[src/hw/rtl/opt_pkg.sv]
// Shared types and constants of the output pin timer controller.
// Used by the channel interfaces, controller, datapath and checker.
`timescale 1ns / 1ps
`default_nettype none

package opt_pkg;

	localparam int TIMER_SLOTS_DEF = 8;
	localparam int EXPANDERS_DEF   = 8;

	localparam int ADDR_W    = 3;
	localparam int PIN_W     = 4;
	localparam int CTX_W     = 8;
	localparam int WORD_W    = 16;
	localparam int HALF_W    = 8;
	localparam int CFG_IDX_W = 4;
	localparam int CFG_DAT_W = 16;
	localparam int ADDR_CNT  = 8;

	localparam logic [CFG_IDX_W-1:0] REG_TICKS_PER_HALFMIN = 4'd0;
	localparam logic [CFG_IDX_W-1:0] REG_PRESENT_MASK      = 4'd1;

	localparam logic [15:0] TICKS_RESET   = 16'd30000;
	localparam logic [7:0]  PRESENT_RESET = 8'hFF;

	typedef enum logic [1:0] {
		CMD_TICK        = 2'd0,
		CMD_TOGGLE      = 2'd1,
		CMD_TIMER_RESET = 2'd2,
		CMD_ALL_OFF     = 2'd3
	} cmd_t;

	typedef enum logic [2:0] {
		ST_IDLE,
		ST_DECODE,
		ST_WALK,
		ST_SEARCH,
		ST_APPLY,
		ST_FLUSH
	} state_t;

	typedef enum logic [3:0] {
		OP_NOP,
		OP_CAPTURE,
		OP_PRESCALE,
		OP_WALK_SLOT,
		OP_TOGGLE,
		OP_SEARCH_STEP,
		OP_APPLY,
		OP_ALL_OFF,
		OP_EMIT
	} dp_op_t;

	typedef struct packed {
		dp_op_t op;
		logic   in_ready;
	} ctrl_t;

	typedef struct packed {
		logic in_valid;
		cmd_t cmd;
		logic roll;
		logic hit;
		logic idx_last;
		logic pend_any;
		logic pend_last;
		logic out_free;
	} stat_t;

endpackage

`default_nettype wire

[src/hw/rtl/opt_if.sv]
// Valid/ready channels of the output pin timer controller: command input,
// expander write output and register write port. Widths from opt_pkg.
`timescale 1ns / 1ps
`default_nettype none

interface opt_in_if;
	logic                       valid;
	logic                       ready;
	logic [1:0]                 cmd;
	logic [opt_pkg::ADDR_W-1:0] exp_address;
	logic [opt_pkg::PIN_W-1:0]  pin_index;
	logic [opt_pkg::CTX_W-1:0]  context_req;

	modport source(output valid, cmd, exp_address, pin_index, context_req, input ready);
	modport sink(input valid, cmd, exp_address, pin_index, context_req, output ready);
endinterface

interface opt_out_if;
	logic                       valid;
	logic                       ready;
	logic [opt_pkg::ADDR_W-1:0] write_address;
	logic [opt_pkg::WORD_W-1:0] write_pins;
	logic                       last;

	modport source(output valid, write_address, write_pins, last, input ready);
	modport sink(input valid, write_address, write_pins, last, output ready);
endinterface

interface opt_cfg_if;
	logic                          valid;
	logic                          ready;
	logic [opt_pkg::CFG_IDX_W-1:0] index;
	logic [opt_pkg::CFG_DAT_W-1:0] data;

	modport source(output valid, index, data, input ready);
	modport sink(input valid, index, data, output ready);
endinterface

`default_nettype wire

[src/hw/rtl/output_pin_timer_controller_top.sv]
// Steps: a tick below the prescale limit is captured and decoded; a half-minute tick also
// walks every timer slot, then writes each changed expander; a toggle writes its expander;
// a timer reset searches the slots, applies, then writes any changed word; all off writes
// each present expander. Output stalls hold writes; a new command waits for the last.
// Reset: outputs and timers cleared, prescaler zero, registers at 30000 and 0xFF.
// Top level of the output pin timer controller; depends on opt_pkg, opt_if,
// opt_ctrl and opt_dp.
`timescale 1ns / 1ps
`default_nettype none

module output_pin_timer_controller_top #(
	parameter int TIMER_SLOTS = opt_pkg::TIMER_SLOTS_DEF,
	parameter int EXPANDERS   = opt_pkg::EXPANDERS_DEF
) (
	input  wire logic clk,
	input  wire logic arst_n,
	opt_in_if.sink    in_ch,
	opt_out_if.source out_ch,
	opt_cfg_if.sink   cfg_ch
);

	opt_pkg::ctrl_t ctrl;
	opt_pkg::stat_t stat;

	opt_ctrl u_ctrl (
		.clk    (clk),
		.arst_n (arst_n),
		.stat   (stat),
		.ctrl   (ctrl)
	);

	opt_dp #(
		.TIMER_SLOTS (TIMER_SLOTS),
		.EXPANDERS   (EXPANDERS)
	) u_dp (
		.clk    (clk),
		.arst_n (arst_n),
		.in_ch  (in_ch),
		.out_ch (out_ch),
		.cfg_ch (cfg_ch),
		.ctrl   (ctrl),
		.stat   (stat)
	);

endmodule

`default_nettype wire

[src/hw/rtl/opt_ctrl.sv]
// Sequencer of the output pin timer controller: steps the datapath through
// one command at a time. Depends on opt_pkg.
`timescale 1ns / 1ps
`default_nettype none

module opt_ctrl (
	input  wire logic           clk,
	input  wire logic           arst_n,
	input  wire opt_pkg::stat_t stat,
	output opt_pkg::ctrl_t      ctrl
);

	opt_pkg::state_t state_q;
	opt_pkg::state_t state_d;

	always_ff @(posedge clk or negedge arst_n) begin
		if (!arst_n) begin
			state_q <= opt_pkg::ST_IDLE;
		end else begin
			state_q <= state_d;
		end
	end

	always_comb begin
		state_d       = state_q;
		ctrl.op       = opt_pkg::OP_NOP;
		ctrl.in_ready = 1'b0;
		unique case (state_q)
			opt_pkg::ST_IDLE: begin
				ctrl.in_ready = 1'b1;
				if (stat.in_valid) begin
					ctrl.op = opt_pkg::OP_CAPTURE;
					state_d = opt_pkg::ST_DECODE;
				end
			end
			opt_pkg::ST_DECODE: begin
				unique case (stat.cmd)
					opt_pkg::CMD_TICK: begin
						ctrl.op = opt_pkg::OP_PRESCALE;
						state_d = stat.roll ? opt_pkg::ST_WALK : opt_pkg::ST_IDLE;
					end
					opt_pkg::CMD_TOGGLE: begin
						ctrl.op = opt_pkg::OP_TOGGLE;
						state_d = opt_pkg::ST_FLUSH;
					end
					opt_pkg::CMD_TIMER_RESET: begin
						ctrl.op = opt_pkg::OP_SEARCH_STEP;
						state_d = (stat.hit || stat.idx_last) ? opt_pkg::ST_APPLY
							: opt_pkg::ST_SEARCH;
					end
					opt_pkg::CMD_ALL_OFF: begin
						ctrl.op = opt_pkg::OP_ALL_OFF;
						state_d = opt_pkg::ST_FLUSH;
					end
					default: state_d = opt_pkg::ST_IDLE;
				endcase
			end
			opt_pkg::ST_WALK: begin
				ctrl.op = opt_pkg::OP_WALK_SLOT;
				if (stat.idx_last) begin
					state_d = opt_pkg::ST_FLUSH;
				end
			end
			opt_pkg::ST_SEARCH: begin
				ctrl.op = opt_pkg::OP_SEARCH_STEP;
				if (stat.hit || stat.idx_last) begin
					state_d = opt_pkg::ST_APPLY;
				end
			end
			opt_pkg::ST_APPLY: begin
				ctrl.op = opt_pkg::OP_APPLY;
				state_d = opt_pkg::ST_FLUSH;
			end
			opt_pkg::ST_FLUSH: begin
				// drain pending writes lowest address first
				if (!stat.pend_any) begin
					state_d = opt_pkg::ST_IDLE;
				end else if (stat.out_free) begin
					ctrl.op = opt_pkg::OP_EMIT;
					if (stat.pend_last) begin
						state_d = opt_pkg::ST_IDLE;
					end
				end
			end
			default: state_d = opt_pkg::ST_IDLE;
		endcase
	end

endmodule

`default_nettype wire

[src/hw/rtl/opt_dp.sv]
// Datapath of the output pin timer controller: registers, prescaler, timer
// slot table, expander output words and output register. Depends on opt_pkg, opt_if.
`timescale 1ns / 1ps
`default_nettype none

module opt_dp #(
	parameter int TIMER_SLOTS = opt_pkg::TIMER_SLOTS_DEF,
	parameter int EXPANDERS   = opt_pkg::EXPANDERS_DEF
) (
	input  wire logic           clk,
	input  wire logic           arst_n,
	opt_in_if.sink              in_ch,
	opt_out_if.source           out_ch,
	opt_cfg_if.sink             cfg_ch,
	input  wire opt_pkg::ctrl_t ctrl,
	output opt_pkg::stat_t      stat
);

	localparam int IDX_W = (TIMER_SLOTS > 1) ? $clog2(TIMER_SLOTS) : 1;
	localparam int EXP_W = (EXPANDERS > 1) ? $clog2(EXPANDERS) : 1;

	// captured command
	opt_pkg::cmd_t                cmd_q;
	logic [opt_pkg::ADDR_W-1:0]   addr_q;
	logic [opt_pkg::PIN_W-1:0]    pin_q;
	logic [opt_pkg::CTX_W-1:0]    ctx_q;

	logic                         zero_q;
	logic [opt_pkg::ADDR_CNT-1:0] pend_q;
	logic [IDX_W-1:0]             idx_q;

	logic [15:0]                  tpm_q;
	logic [7:0]                   mask_q;
	logic [15:0]                  pre_q;

	logic [opt_pkg::ADDR_W-1:0]   s_addr_q [TIMER_SLOTS];
	logic [opt_pkg::PIN_W-1:0]    s_pin_q  [TIMER_SLOTS];
	logic [opt_pkg::HALF_W-1:0]   s_half_q [TIMER_SLOTS];
	logic                         s_res_q  [TIMER_SLOTS];
	logic                         s_cnt_q  [TIMER_SLOTS];

	logic [opt_pkg::WORD_W-1:0]   bits_q [EXPANDERS];

	logic                         out_valid_q;
	logic [opt_pkg::ADDR_W-1:0]   out_addr_q;
	logic [opt_pkg::WORD_W-1:0]   out_pins_q;
	logic                         out_last_q;

	logic [opt_pkg::ADDR_CNT-1:0] present;
	logic [opt_pkg::ADDR_W-1:0]   c_addr;
	logic [opt_pkg::PIN_W-1:0]    c_pin;
	logic [opt_pkg::HALF_W-1:0]   c_half;
	logic                         c_res;
	logic                         c_cnt;
	logic [opt_pkg::HALF_W-1:0]   half_dec;
	logic                         hit;
	logic                         idx_last;
	logic [IDX_W-1:0]             idx_next;
	logic [opt_pkg::ADDR_W-1:0]   low_addr;
	logic [opt_pkg::ADDR_CNT-1:0] pend_rest;
	logic [opt_pkg::ADDR_W-1:0]   rd_addr;
	logic [EXP_W-1:0]             rd_idx;
	logic                         rd_present;
	logic [opt_pkg::WORD_W-1:0]   rd_word;
	logic [opt_pkg::PIN_W-1:0]    pin_sel;
	logic [opt_pkg::WORD_W-1:0]   pmask;
	logic                         word_we;
	logic [opt_pkg::WORD_W-1:0]   word_wd;
	logic                         roll;
	logic                         out_free;
	logic                         accept;

	assign accept       = in_ch.valid && in_ch.ready;
	assign in_ch.ready  = ctrl.in_ready;
	assign cfg_ch.ready = 1'b1;

	always_comb begin
		for (int i = 0; i < opt_pkg::ADDR_CNT; i++) begin
			present[i] = (i < EXPANDERS) && mask_q[i];
		end
	end

	assign c_addr   = s_addr_q[idx_q];
	assign c_pin    = s_pin_q[idx_q];
	assign c_half   = s_half_q[idx_q];
	assign c_res    = s_res_q[idx_q];
	assign c_cnt    = s_cnt_q[idx_q];
	assign half_dec = c_half - 8'd1;
	assign hit      = ((c_addr == addr_q) && (c_pin == pin_q)) || !c_cnt;
	assign idx_last = (idx_q == IDX_W'(TIMER_SLOTS - 1));
	assign idx_next = idx_last ? '0 : idx_q + IDX_W'(1);

	always_comb begin
		low_addr = '0;
		for (int i = opt_pkg::ADDR_CNT - 1; i >= 0; i--) begin
			if (pend_q[i]) begin
				low_addr = opt_pkg::ADDR_W'(i);
			end
		end
	end

	assign pend_rest = pend_q & (pend_q - 8'd1);

	// one read and one write port on the expander words
	always_comb begin
		rd_addr = addr_q;
		pin_sel = pin_q;
		unique case (ctrl.op)
			opt_pkg::OP_WALK_SLOT: begin
				rd_addr = c_addr;
				pin_sel = c_pin;
			end
			opt_pkg::OP_APPLY: begin
				if (c_cnt) begin
					rd_addr = c_addr;
					pin_sel = c_pin;
				end
			end
			opt_pkg::OP_EMIT: rd_addr = low_addr;
			default: ;
		endcase
	end

	assign rd_present = present[rd_addr];
	assign rd_idx     = rd_present ? rd_addr[EXP_W-1:0] : '0;
	assign rd_word    = bits_q[rd_idx];
	assign pmask      = opt_pkg::WORD_W'(1) << pin_sel;

	always_comb begin
		word_we = 1'b0;
		word_wd = rd_word;
		unique case (ctrl.op)
			opt_pkg::OP_WALK_SLOT: begin
				word_we = c_cnt && (half_dec == '0) && rd_present;
				word_wd = rd_word & ~pmask;
			end
			opt_pkg::OP_TOGGLE: begin
				word_we = rd_present;
				word_wd = rd_word ^ pmask;
			end
			opt_pkg::OP_APPLY: begin
				if (c_cnt) begin
					word_we = !c_res && rd_present;
					word_wd = rd_word & ~pmask;
				end else begin
					word_we = rd_present;
					word_wd = rd_word | pmask;
				end
			end
			opt_pkg::OP_EMIT: begin
				word_we = zero_q;
				word_wd = '0;
			end
			default: ;
		endcase
	end

	assign roll     = ({1'b0, pre_q} + 17'd1) >= {1'b0, tpm_q};
	assign out_free = !out_valid_q || out_ch.ready;

	always_ff @(posedge clk or negedge arst_n) begin
		if (!arst_n) begin
			zero_q      <= 1'b0;
			pend_q      <= '0;
			idx_q       <= '0;
			tpm_q       <= opt_pkg::TICKS_RESET;
			mask_q      <= opt_pkg::PRESENT_RESET;
			pre_q       <= '0;
			out_valid_q <= 1'b0;
			for (int i = 0; i < TIMER_SLOTS; i++) begin
				s_cnt_q[i] <= 1'b0;
			end
			for (int i = 0; i < EXPANDERS; i++) begin
				bits_q[i] <= '0;
			end
		end else begin
			if (cfg_ch.valid) begin
				if (cfg_ch.index == opt_pkg::REG_TICKS_PER_HALFMIN) begin
					tpm_q <= cfg_ch.data;
				end else if (cfg_ch.index == opt_pkg::REG_PRESENT_MASK) begin
					mask_q <= cfg_ch.data[7:0];
				end
			end

			if (word_we) begin
				bits_q[rd_idx] <= word_wd;
			end

			if (ctrl.op == opt_pkg::OP_EMIT) begin
				out_valid_q <= 1'b1;
			end else if (out_ch.ready) begin
				out_valid_q <= 1'b0;
			end

			unique case (ctrl.op)
				opt_pkg::OP_CAPTURE: begin
					zero_q <= 1'b0;
					pend_q <= '0;
					idx_q  <= '0;
				end
				opt_pkg::OP_PRESCALE: begin
					pre_q <= roll ? '0 : pre_q + 16'd1;
				end
				opt_pkg::OP_WALK_SLOT: begin
					if (c_cnt && (half_dec == '0)) begin
						s_cnt_q[idx_q] <= 1'b0;
					end
					if (word_we) begin
						pend_q[rd_addr] <= 1'b1;
					end
					idx_q <= idx_next;
				end
				opt_pkg::OP_TOGGLE: begin
					if (word_we) begin
						pend_q[rd_addr] <= 1'b1;
					end
				end
				opt_pkg::OP_SEARCH_STEP: begin
					// hold on a hit, fall back to slot 0 when none matches
					if (!hit) begin
						idx_q <= idx_next;
					end
				end
				opt_pkg::OP_APPLY: begin
					if (c_cnt && c_res) begin
						pre_q <= '0;
					end else if (c_cnt) begin
						s_cnt_q[idx_q] <= 1'b0;
					end else begin
						s_cnt_q[idx_q] <= 1'b1;
					end
					if (word_we) begin
						pend_q[rd_addr] <= 1'b1;
					end
				end
				opt_pkg::OP_ALL_OFF: begin
					zero_q <= 1'b1;
					pend_q <= present;
				end
				opt_pkg::OP_EMIT: begin
					pend_q <= pend_rest;
				end
				default: ;
			endcase
		end
	end

	always_ff @(posedge clk) begin
		if (accept) begin
			cmd_q  <= opt_pkg::cmd_t'(in_ch.cmd);
			addr_q <= in_ch.exp_address;
			pin_q  <= in_ch.pin_index;
			ctx_q  <= in_ch.context_req;
		end
		if (ctrl.op == opt_pkg::OP_WALK_SLOT && c_cnt) begin
			s_half_q[idx_q] <= half_dec;
		end
		if (ctrl.op == opt_pkg::OP_APPLY) begin
			if (c_cnt && c_res) begin
				s_half_q[idx_q] <= {1'b0, ctx_q[opt_pkg::CTX_W-1:1]};
			end else if (!c_cnt) begin
				s_addr_q[idx_q] <= addr_q;
				s_pin_q[idx_q]  <= pin_q;
				s_half_q[idx_q] <= {1'b0, ctx_q[opt_pkg::CTX_W-1:1]};
				s_res_q[idx_q]  <= ctx_q[0];
			end
		end
		if (ctrl.op == opt_pkg::OP_EMIT) begin
			out_addr_q <= low_addr;
			out_pins_q <= zero_q ? '0 : rd_word;
			out_last_q <= (pend_rest == '0);
		end
	end

	assign out_ch.valid         = out_valid_q;
	assign out_ch.write_address = out_addr_q;
	assign out_ch.write_pins    = out_pins_q;
	assign out_ch.last          = out_last_q;

	assign stat.in_valid  = in_ch.valid;
	assign stat.cmd       = cmd_q;
	assign stat.roll      = roll;
	assign stat.hit       = hit;
	assign stat.idx_last  = idx_last;
	assign stat.pend_any  = |pend_q;
	assign stat.pend_last = (pend_rest == '0);
	assign stat.out_free  = out_free;

endmodule

`default_nettype wire

[src/flat_wrapper.sv]
// flat-port wrapper written by rule: the top's interface ports become plain ports
module output_pin_timer_controller_top_flat 
#(
	parameter int TIMER_SLOTS = opt_pkg::TIMER_SLOTS_DEF,
	parameter int EXPANDERS   = opt_pkg::EXPANDERS_DEF
)
  (clk, arst_n, in_ch_valid, in_ch_cmd, in_ch_exp_address, in_ch_pin_index, in_ch_context_req, in_ch_ready, out_ch_valid, out_ch_write_address, out_ch_write_pins, out_ch_last, out_ch_ready, cfg_ch_valid, cfg_ch_index, cfg_ch_data, cfg_ch_ready);
  opt_in_if in_ch_i ();
  opt_out_if out_ch_i ();
  opt_cfg_if cfg_ch_i ();
  input  wire logic clk;
  input  wire logic arst_n;
  input wire logic [$bits(in_ch_i.valid)-1:0] in_ch_valid;
  input wire logic [$bits(in_ch_i.cmd)-1:0] in_ch_cmd;
  input wire logic [$bits(in_ch_i.exp_address)-1:0] in_ch_exp_address;
  input wire logic [$bits(in_ch_i.pin_index)-1:0] in_ch_pin_index;
  input wire logic [$bits(in_ch_i.context_req)-1:0] in_ch_context_req;
  output wire logic [$bits(in_ch_i.ready)-1:0] in_ch_ready;
  output wire logic [$bits(out_ch_i.valid)-1:0] out_ch_valid;
  output wire logic [$bits(out_ch_i.write_address)-1:0] out_ch_write_address;
  output wire logic [$bits(out_ch_i.write_pins)-1:0] out_ch_write_pins;
  output wire logic [$bits(out_ch_i.last)-1:0] out_ch_last;
  input wire logic [$bits(out_ch_i.ready)-1:0] out_ch_ready;
  input wire logic [$bits(cfg_ch_i.valid)-1:0] cfg_ch_valid;
  input wire logic [$bits(cfg_ch_i.index)-1:0] cfg_ch_index;
  input wire logic [$bits(cfg_ch_i.data)-1:0] cfg_ch_data;
  output wire logic [$bits(cfg_ch_i.ready)-1:0] cfg_ch_ready;
  assign in_ch_i.valid = in_ch_valid;
  assign in_ch_i.cmd = in_ch_cmd;
  assign in_ch_i.exp_address = in_ch_exp_address;
  assign in_ch_i.pin_index = in_ch_pin_index;
  assign in_ch_i.context_req = in_ch_context_req;
  assign in_ch_ready = in_ch_i.ready;
  assign out_ch_valid = out_ch_i.valid;
  assign out_ch_write_address = out_ch_i.write_address;
  assign out_ch_write_pins = out_ch_i.write_pins;
  assign out_ch_last = out_ch_i.last;
  assign out_ch_i.ready = out_ch_ready;
  assign cfg_ch_i.valid = cfg_ch_valid;
  assign cfg_ch_i.index = cfg_ch_index;
  assign cfg_ch_i.data = cfg_ch_data;
  assign cfg_ch_ready = cfg_ch_i.ready;
  output_pin_timer_controller_top #(.TIMER_SLOTS(TIMER_SLOTS), .EXPANDERS(EXPANDERS)) u_core (.clk(clk), .arst_n(arst_n), .in_ch(in_ch_i), .out_ch(out_ch_i), .cfg_ch(cfg_ch_i));
endmodule
[config.mk]
export PLATFORM = sky130hd
export DESIGN_NAME = output_pin_timer_controller_top_flat
export DESIGN_NICKNAME = d
export VERILOG_FILES = /design/src/hw/rtl/opt_pkg.sv /design/src/hw/rtl/opt_if.sv /design/src/hw/rtl/output_pin_timer_controller_top.sv /design/src/hw/rtl/opt_ctrl.sv /design/src/hw/rtl/opt_dp.sv /design/src/flat_wrapper.sv
export SDC_FILE = /design/constraint.sdc
export NUM_CORES = 1
export LEC_CHECK = 0
export BUFFER_PORTS_ARGS = -buffer_cell sky130_fd_sc_hd__buf_2
export CORE_ASPECT_RATIO = 0.6
export CORE_MARGIN = 2
export CORE_UTILIZATION = 45
export CTS_BUF_LIST = sky130_fd_sc_hd__clkbuf_16
export DETAILED_ROUTE_END_ITERATION = 8
export PLACE_DENSITY = 0.61
export SLEW_MARGIN = 20
export SYNTH_ARGS = -nofsm -noshare
export SYNTH_HDL_FRONTEND = slang
export SYNTH_SLANG_ARGS = --single-unit
[constraint.sdc]
create_clock -name clk -period 4.9 [get_ports clk]
set_clock_uncertainty 0.05 [all_clocks]
set_input_delay 0.735 -clock clk [delete_from_list [all_inputs] [get_ports clk]]
set_output_delay 0.735 -clock clk [all_outputs]
set_load 0.1 [all_outputs]
==> metrics.md, run 1 <==
| Metric | Value |
|---|---|
| Routed wire per std cell | 23.3 µm |
| Remaining DRCs | 0 |
| HP Class | in -> async |
| Clock root cell | clkbuf_16 |
| WP data arrival | 5090 ps |
| CP Launch Type | flop |
| RSZ-0062 raised after global routing | no |
| Share of layout cells above drive strength 1 | 22.2% |
| Syn nets | 1658 |
| Worst-Skew Late Latency | 560 ps |
| Critical Path RT | 5280 ps |
| Pin count of the biggest net entering global routing | 100 |
| Port-buffer cells | 63 |
| First-pass GRT wire length | 79400 µm |
| Max_cap viols | 0 |
| Layout Nets | 1773 |
| Clock sink count | 357 |
| Setup Buffers After CTS | 0 |
| Yosys cell types | 96 |
| VDD IR max | 0.000409 V |
| Non-filler cells, final | 2240 |
| RD Place Congestion | 0.920 |
| FF-to-FF path depth | 18 |
| Post-placement cell count | 2172 |
| Layout fillers | 3432 |
| Slew Limit Fails | 0 |
| Final setup vio count | 0 |
| Total gr overflow | 0 |
| Via count | 13578 |
| Post-layout util | 52.8% |
| P_sw | 7.12 mW |
| Synth warn | 0 |
| CTS tree | done |
| Initial DRC count | 1583 |
| CORE AREA | 39200 µm² |
| DR pass1 iterations | 6 |
| Die area | 41500 µm² |
| Clock Path Buffers | 3 |
| Seq cells post-synth | 357 |
| Status | finished, final reports clean |
| Post-Syn Instances | 1574 |
| EDFF count, synth | 165 |
| Mapped Avg Cell Area | 11.4 µm² |
| Hold_buf cts | 0 |
| Placement row count | 56 |
| Int Power | 8.84 mW |
| Initial Util | 45.8% |
| Vias per cell | 6.06 |
| H-tree depth | 2 |
| Post-Syn Area | 17900 µm² |
| Seq pwr share | 29.5% |
| Dpl cell area | 19400 µm² |
| Setup WS pre-CTS | 231 ps |
| Post-route design area | 20700 µm² |
| Minimum clock period | 4710 ps |
| Die X | 262 µm |
| Area delta synth->final | 15.2% |
| LEAKAGE | 8.21 nW |
| Antenna violations before repair | 3 |
| Post-DP HPWL | 36800 µm |
| Fin crit share | 96.1% |
| Top_reg_cell synth | dfrtp_1 |
| Total Routed Length | 52200 µm |
| Hold Violations, Final | 0 |
| Final worst slack | 192 ps |
| Clk pwr share | 18.2% |
| Crit. End Element | flop |
| Die Span Y | 159 µm |
| CTS Buf Count | 37 |
| Worst Path Max Fanout | 17 |
| Sw Share | 44.6% |
| Crit path kind | reg -> reg |
| Achievable Freq | 0.212 GHz |
| Vias in the first global route | 12813 |
| Rel. slew slack | 25.8% |
| GRT Overall Usage | 25.5% |
| I/O pin count | 65 |
| Synth async-reset ratio | 53.8% |
| Antenna Nets Post-Route | 0 |
| Setup tns final | 0 ps |
| PD cells | 772 nW/µm² |
| Sequential cell area fraction in the yosys report | 54.5% |
| Worst slew pin tran | 1110 ps |
| Combinational share of power | 52.4% |
| Clock transition at path regs | 70 ps |
layer usage:
layer	wire (µm)	track usage, %
met1	25300	40.9
met2	20300	33.3
met3	5640	7.02
met4	875	5.90
met5	77	0.966
critical path, stage by stage, from the launching register on:
cell	delay [ps]
edfxtp_1	420
inv_1	130
ha_1	280
or3b_1	420
a211o_1	330
a32o_1	320
a221oi_2	360
buf_6	210
nor2_2	60
a21boi_4	190
or3_1	410
buf_12	190
a221oi_2	280
ha_1	190
nor2_1	50
a21oi_2	160
buf_4	170
nand2_1	90
mux2_2	290
synth_stat cells, types with 13 or more instances:
library cell	n	area, µm²
dfrtp_1	177	4430
edfxtp_1	165	4950
nor2_1	133	499
nand2_1	112	420
o21ai_0	86	430
a21oi_1	85	425
mux2_2	61	687
clkbuf_1	43	161
ha_1	42	526
inv_1	42	158
nor3_1	35	175
mux2i_1	33	330
nand3_1	32	160
buf_2	30	150
o21ai_1	28	140
nor2b_1	26	163
a31oi_1	25	156
nand2b_1	22	138
o211ai_1	20	150
o221ai_1	17	149
xnor2_1	16	140
dfstp_2	15	394
mux4_2	15	338
a22o_1	13	114
nor4_1	13	81.3
kinds of logic after synthesis:
kind of cell,share of synthesized area (%)
AOI/OAI and AO/OA,16.8
xor gates and xnor gates,1.37
adders and majority gates,2.98
buffers and inverters,3.37
DFF,54.5
muxes,8.70
other,0.0209
and+or+nand+nor,12.3
registers in the layout, summed over array words and instances, names as in the netlist, 2 cells and up, named ones only:
signal,flops
u_core.u_ctrl.state_q,3
u_core.u_dp.mask_q,8
u_core.u_dp.out_ch.write_pins,16
u_core.u_dp.s_half_q,64
u_core.u_dp.pin_q,4
u_core.u_dp.out_ch.write_address,3
u_core.u_dp.addr_q,3
u_core.u_dp.pend_q,8
u_core.u_dp.ctx_q,8
u_core.u_dp.tpm_q,16
u_core.u_dp.pre_q,16
u_core.u_dp.idx_q,3
u_core.u_dp.s_addr_q,24
u_core.u_dp.s_pin_q,32
u_core.u_dp.cmd_q,2
u_core.u_dp.s_res_q,8
u_core.u_dp.bits_q,128
power groups by stage:
stage          clock (mW)  combinational [mW]  sequential (mW)
2_1_floorplan           0                5.01             4.88
3_3_place_gp            0                7.89             4.71
3_5_place_dp            0                8.03             4.73
4_1_cts              2.94                8.08             4.68
5_1_grt              3.08                8.96             4.78
6_report             2.90                8.36             4.70
cells in the final DEF, fill, tap and decap left out, types with 47 or more instances in the layout:
cell and instances:
o21ai_0 86, nor2_1 128, dfrtp_1 176, edfxtp_1 165, a21oi_1 84, buf_4 97
nand2_1 112, mux2_2 61, buf_2 62, inv_1 47
through the flow:
step,hold WS [ps],power (mW)
after floorplan,389,9.89
after global placement,409,12.6
after detailed placement,416,12.8
after CTS,260,15.7
after global routing,283,16.8
final,219,16.0
layout make-up:
cell class | instances | area [µm²] | share of cell area, %
repair buffers | 167 | 1180 | 5.73
well taps | 522 | 653 | 3.16
inverters | 46 | 173 | 0.835
clock inverters | 29 | 273 | 1.32
clock buffers | 38 | 951 | 4.60
diodes | 1 | 2.50 | 0.0121
flip-flops and latches | 357 | 9780 | 47.3
multi-input cells | 1080 | 7660 | 37.0
timing repair:
action                                  CTS  global route
endpoints found under the setup margin    0            25
hold endpoints to repair                  0             0
resized for setup                         0             8
path summary, 6_finish.rpt:
kind	startpoint	slack, ps	to
worst max-delay path	u_core.u_dp.cmd_q[0]$_DFFE_PP_	190	u_core.u_dp.bits_q[55]$_DFFE_PN0P_
worst min-delay path	arst_n	220	u_core.u_dp.bits_q[19]$_DFFE_PN0P_
worst max register to register	u_core.u_dp.cmd_q[0]$_DFFE_PP_	190	u_core.u_dp.bits_q[55]$_DFFE_PN0P_
worst min register to register	flop	430	flop
max in group asynchronous	arst_n	3520	u_core.u_dp.bits_q[42]$_DFFE_PN0P_
min in group clk	in_ch_context_req[7]	300	u_core.u_dp.ctx_q[7]$_DFFE_PP_
Note: power is estimated with default switching activity, not from simulation.
==> run 2: changes to the inputs <==
Settings changed: PLACE_DENSITY 0.61 to unset.
==> metrics.md, run 2 (same netlist as run 1, synthesis figures left out) <==
| Metric | Value |
|---|---|
| Commonest non-fill, non-tap cell in the layout | dfrtp_1 |
| Remaining DRCs | 0 (unchanged) |
| R2R Setup Slk | 140 ps (-60 ps) |
| Total Routed Length | 52700 µm (+1.0%) |
| First-pass GRT wire length | 79900 µm (+0.65%) |
| Largest register FFs | 128 (unchanged) |
| Post-layout util | 52.7% (-0.064 points) |
| Crit path from | u_core.u_dp.pend_q[1]$_DFFE_PN0P_ |
| RSZ-0062 raised after global routing | no |
| Top Registers | u_core.u_dp.bits_q x128, u_core.u_dp.s_half_q x64, u_core.u_dp.s_pin_q x32 |
| Final hold slack | 234 ps (+15.1 ps) |
| Dpl cell area | 19400 µm² (+0.26%) |
| Vias per cell | 6.07 (about the same) |
| CORE AREA | 39200 µm² (unchanged) |
| Antenna violations before repair | 2 (-1) |
| PD cells | 762 nW/µm² (-1.3%) |
| Hold Violations, Final | 0 (unchanged) |
| Clock transition at path regs | 60 ps (about the same) |
| Vias in the first global route | 12753 (-0.47%) |
| H-tree depth | 2 (unchanged) |
| Fin crit share | 97.2% (+1.2 points) |
| HP Class | in -> async |
| Clock root cell | clkbuf_16 |
| Status | finished, final reports clean |
| Antenna Cells | 0 (-1) |
| Worst-Skew Late Latency | 540 ps (-20 ps) |
| VDD IR max | 0.000417 V (+2.1%) |
| DR pass1 iterations | 6 (unchanged) |
| Worst slew pin tran | 1070 ps (-39.2 ps) |
| Most frequent cells in the layout | 176 x dfrtp_1, 165 x edfxtp_1, 130 x nor2_1 |
| Area delta synth->final | 15.1% |
| Placement row count | 56 (unchanged) |
| Total gr overflow | 0 (unchanged) |
| RD Place Congestion | 0.922 (+0.24%) |
| Slew Limit Fails | 0 (unchanged) |
| Layout fillers | 3386 (-1.3%) |
| Top reg by flops | u_core.u_dp.bits_q |
| Final setup vio count | 0 (unchanged) |
| Initial Util | 45.8% (unchanged) |
| Share of layout cells above drive strength 1 | 22.6% (+0.36 points) |
| CTS Buf Count | 36 (-2.7%) |
| GRT Overall Usage | 25.8% (+0.30 points) |
| Max_cap viols | 0 (unchanged) |
| Sequential cell area | 9780 µm² (unchanged) |
| Crit. End Element | flop |
| Critical Path RT | 5280 ps (about the same) |
| Layout Nets | 1778 (+0.28%) |
| CTS tree | done |
| LEAKAGE | 8.23 nW (+0.22%) |
| Die area | 41500 µm² (unchanged) |
| R2R Path End | u_core.u_dp.bits_q[84]$_DFFE_PN0P_ |
| Worst Path Max Fanout | 10 (-7) |
| Die X | 262 µm (unchanged) |
| Clock Path Buffers | 3 (unchanged) |
| Rel. slew slack | 28.2% (+2.4 points) |
| Post-DP HPWL | 37000 µm (+0.61%) |
| CP Launch Type | flop |
| Achievable Freq | 0.210 GHz (-1.2%) |
| Crit path kind | reg -> reg |
| Critical Path End | u_core.u_dp.bits_q[84]$_DFFE_PN0P_ |
| Minimum clock period | 4760 ps (+56.5 ps) |
| Pin count of the biggest net entering global routing | 98 (-2.0%) |
| Multi-input gate area | 7650 µm² (-0.15%) |
| I/O pin count | 65 (unchanged) |
| Clock sink count | 357 (unchanged) |
| Antenna Nets Post-Route | 0 (unchanged) |
| Routed wire per std cell | 23.5 µm (+0.91%) |
| FF-to-FF path depth | 14 (-4) |
| WP data arrival | 5140 ps (+50 ps) |
| Crit Reg-Reg Startpoint | u_core.u_dp.pend_q[1]$_DFFE_PN0P_ |
| Via count | 13607 (+0.21%) |
| Post-route design area | 20600 µm² (-0.12%) |
| Port-buffer cells | 63 (unchanged) |
| Die Span Y | 159 µm (unchanged) |
| Initial DRC count | 1432 (-9.5%) |
run 2: changes by cell type in the layout (fill, tap and decap cells not counted), sizes merged:
cell / change
buf: +6
bufinv: -2
clkinv: -3
clkinvlp: -1
diode: -1
inv: +4
run 2: cell type report:
| cell class | instances | area share, % |
|---|---|---|
| well taps | 522 | 3.16 |
| clock inverters | 27 | 0.988 |
| flip-flops and latches | 357 | 47.4 |
| inverters | 46 | 0.836 |
| repair buffers | 173 | 6.01 |
| multi-input cells | 1080 | 37.0 |
| clock buffers | 38 | 4.61 |
run 2: worst min-delay path by stage:
stage | startpoint | to | slack (ps)
2_1_floorplan | arst_n | async pin | 390
3_3_place_gp | flop | flop | 410
3_5_place_dp | flop | flop | 420
4_1_cts | arst_n | u_core.u_dp.bits_q[76]$_DFFE_PN0P_ | 280
5_1_grt | arst_n | u_core.u_dp.bits_q[76]$_DFFE_PN0P_ | 290
6_report | arst_n | u_core.u_dp.bits_q[76]$_DFFE_PN0P_ | 230
run 2: worst max-delay path: stages, from the launching register on:
cell	delay, ps
dfrtp_1	370
or4_1	680
o211ai_4	400
a32oi_1	200
o221ai_2	350
buf_4	250
nand3_1	430
buf_4	360
o221a_2	320
a21oi_2	260
ha_1	180
nor2_1	40
a21oi_1	180
o211ai_2	230
mux2_2	340
run 2: layer usage:
| metal | vias up | global-route usage [%] | part of all wire (%) |
|---|---|---|---|
| met5 | - | 0 | 0 |
| met3 | 79 | 6.97 | 9.7 |
| met4 | 0 | 6.30 | 2.1 |
| met1 | 6786 | 41.3 | 50 |
| met2 | 576 | 33.7 | 38 |
| li1 | 6166 | - | - |
run 2: report_power, final:
group / total, mW / switching [mW] / internal, mW
Combinational: 8.31 / 5.41 / 2.90
Clock: 2.77 / 1.20 / 1.57
Sequential: 4.66 / 0.464 / 4.20
run 2: stage by stage:
stage	std cells	setup WS, ps	power [mW]	setup TNS, ps
floorplan	1574	513	9.89	0
global placement	2177	49.5	12.5	0
detailed placement	2177	-89.3	12.7	-735
CTS	2242	52.9	15.5	0
global route	2243	3.03	16.6	0
finish	2243	136	15.7	0
run 2: what timing repair did:
item                                   in CTS  in global routing
gates resized for setup                     0                 11
endpoints found under the hold margin       0                  0
hold buffers                                0                  0
buffers inserted                            0                  1
setup endpoints to repair                   0                128
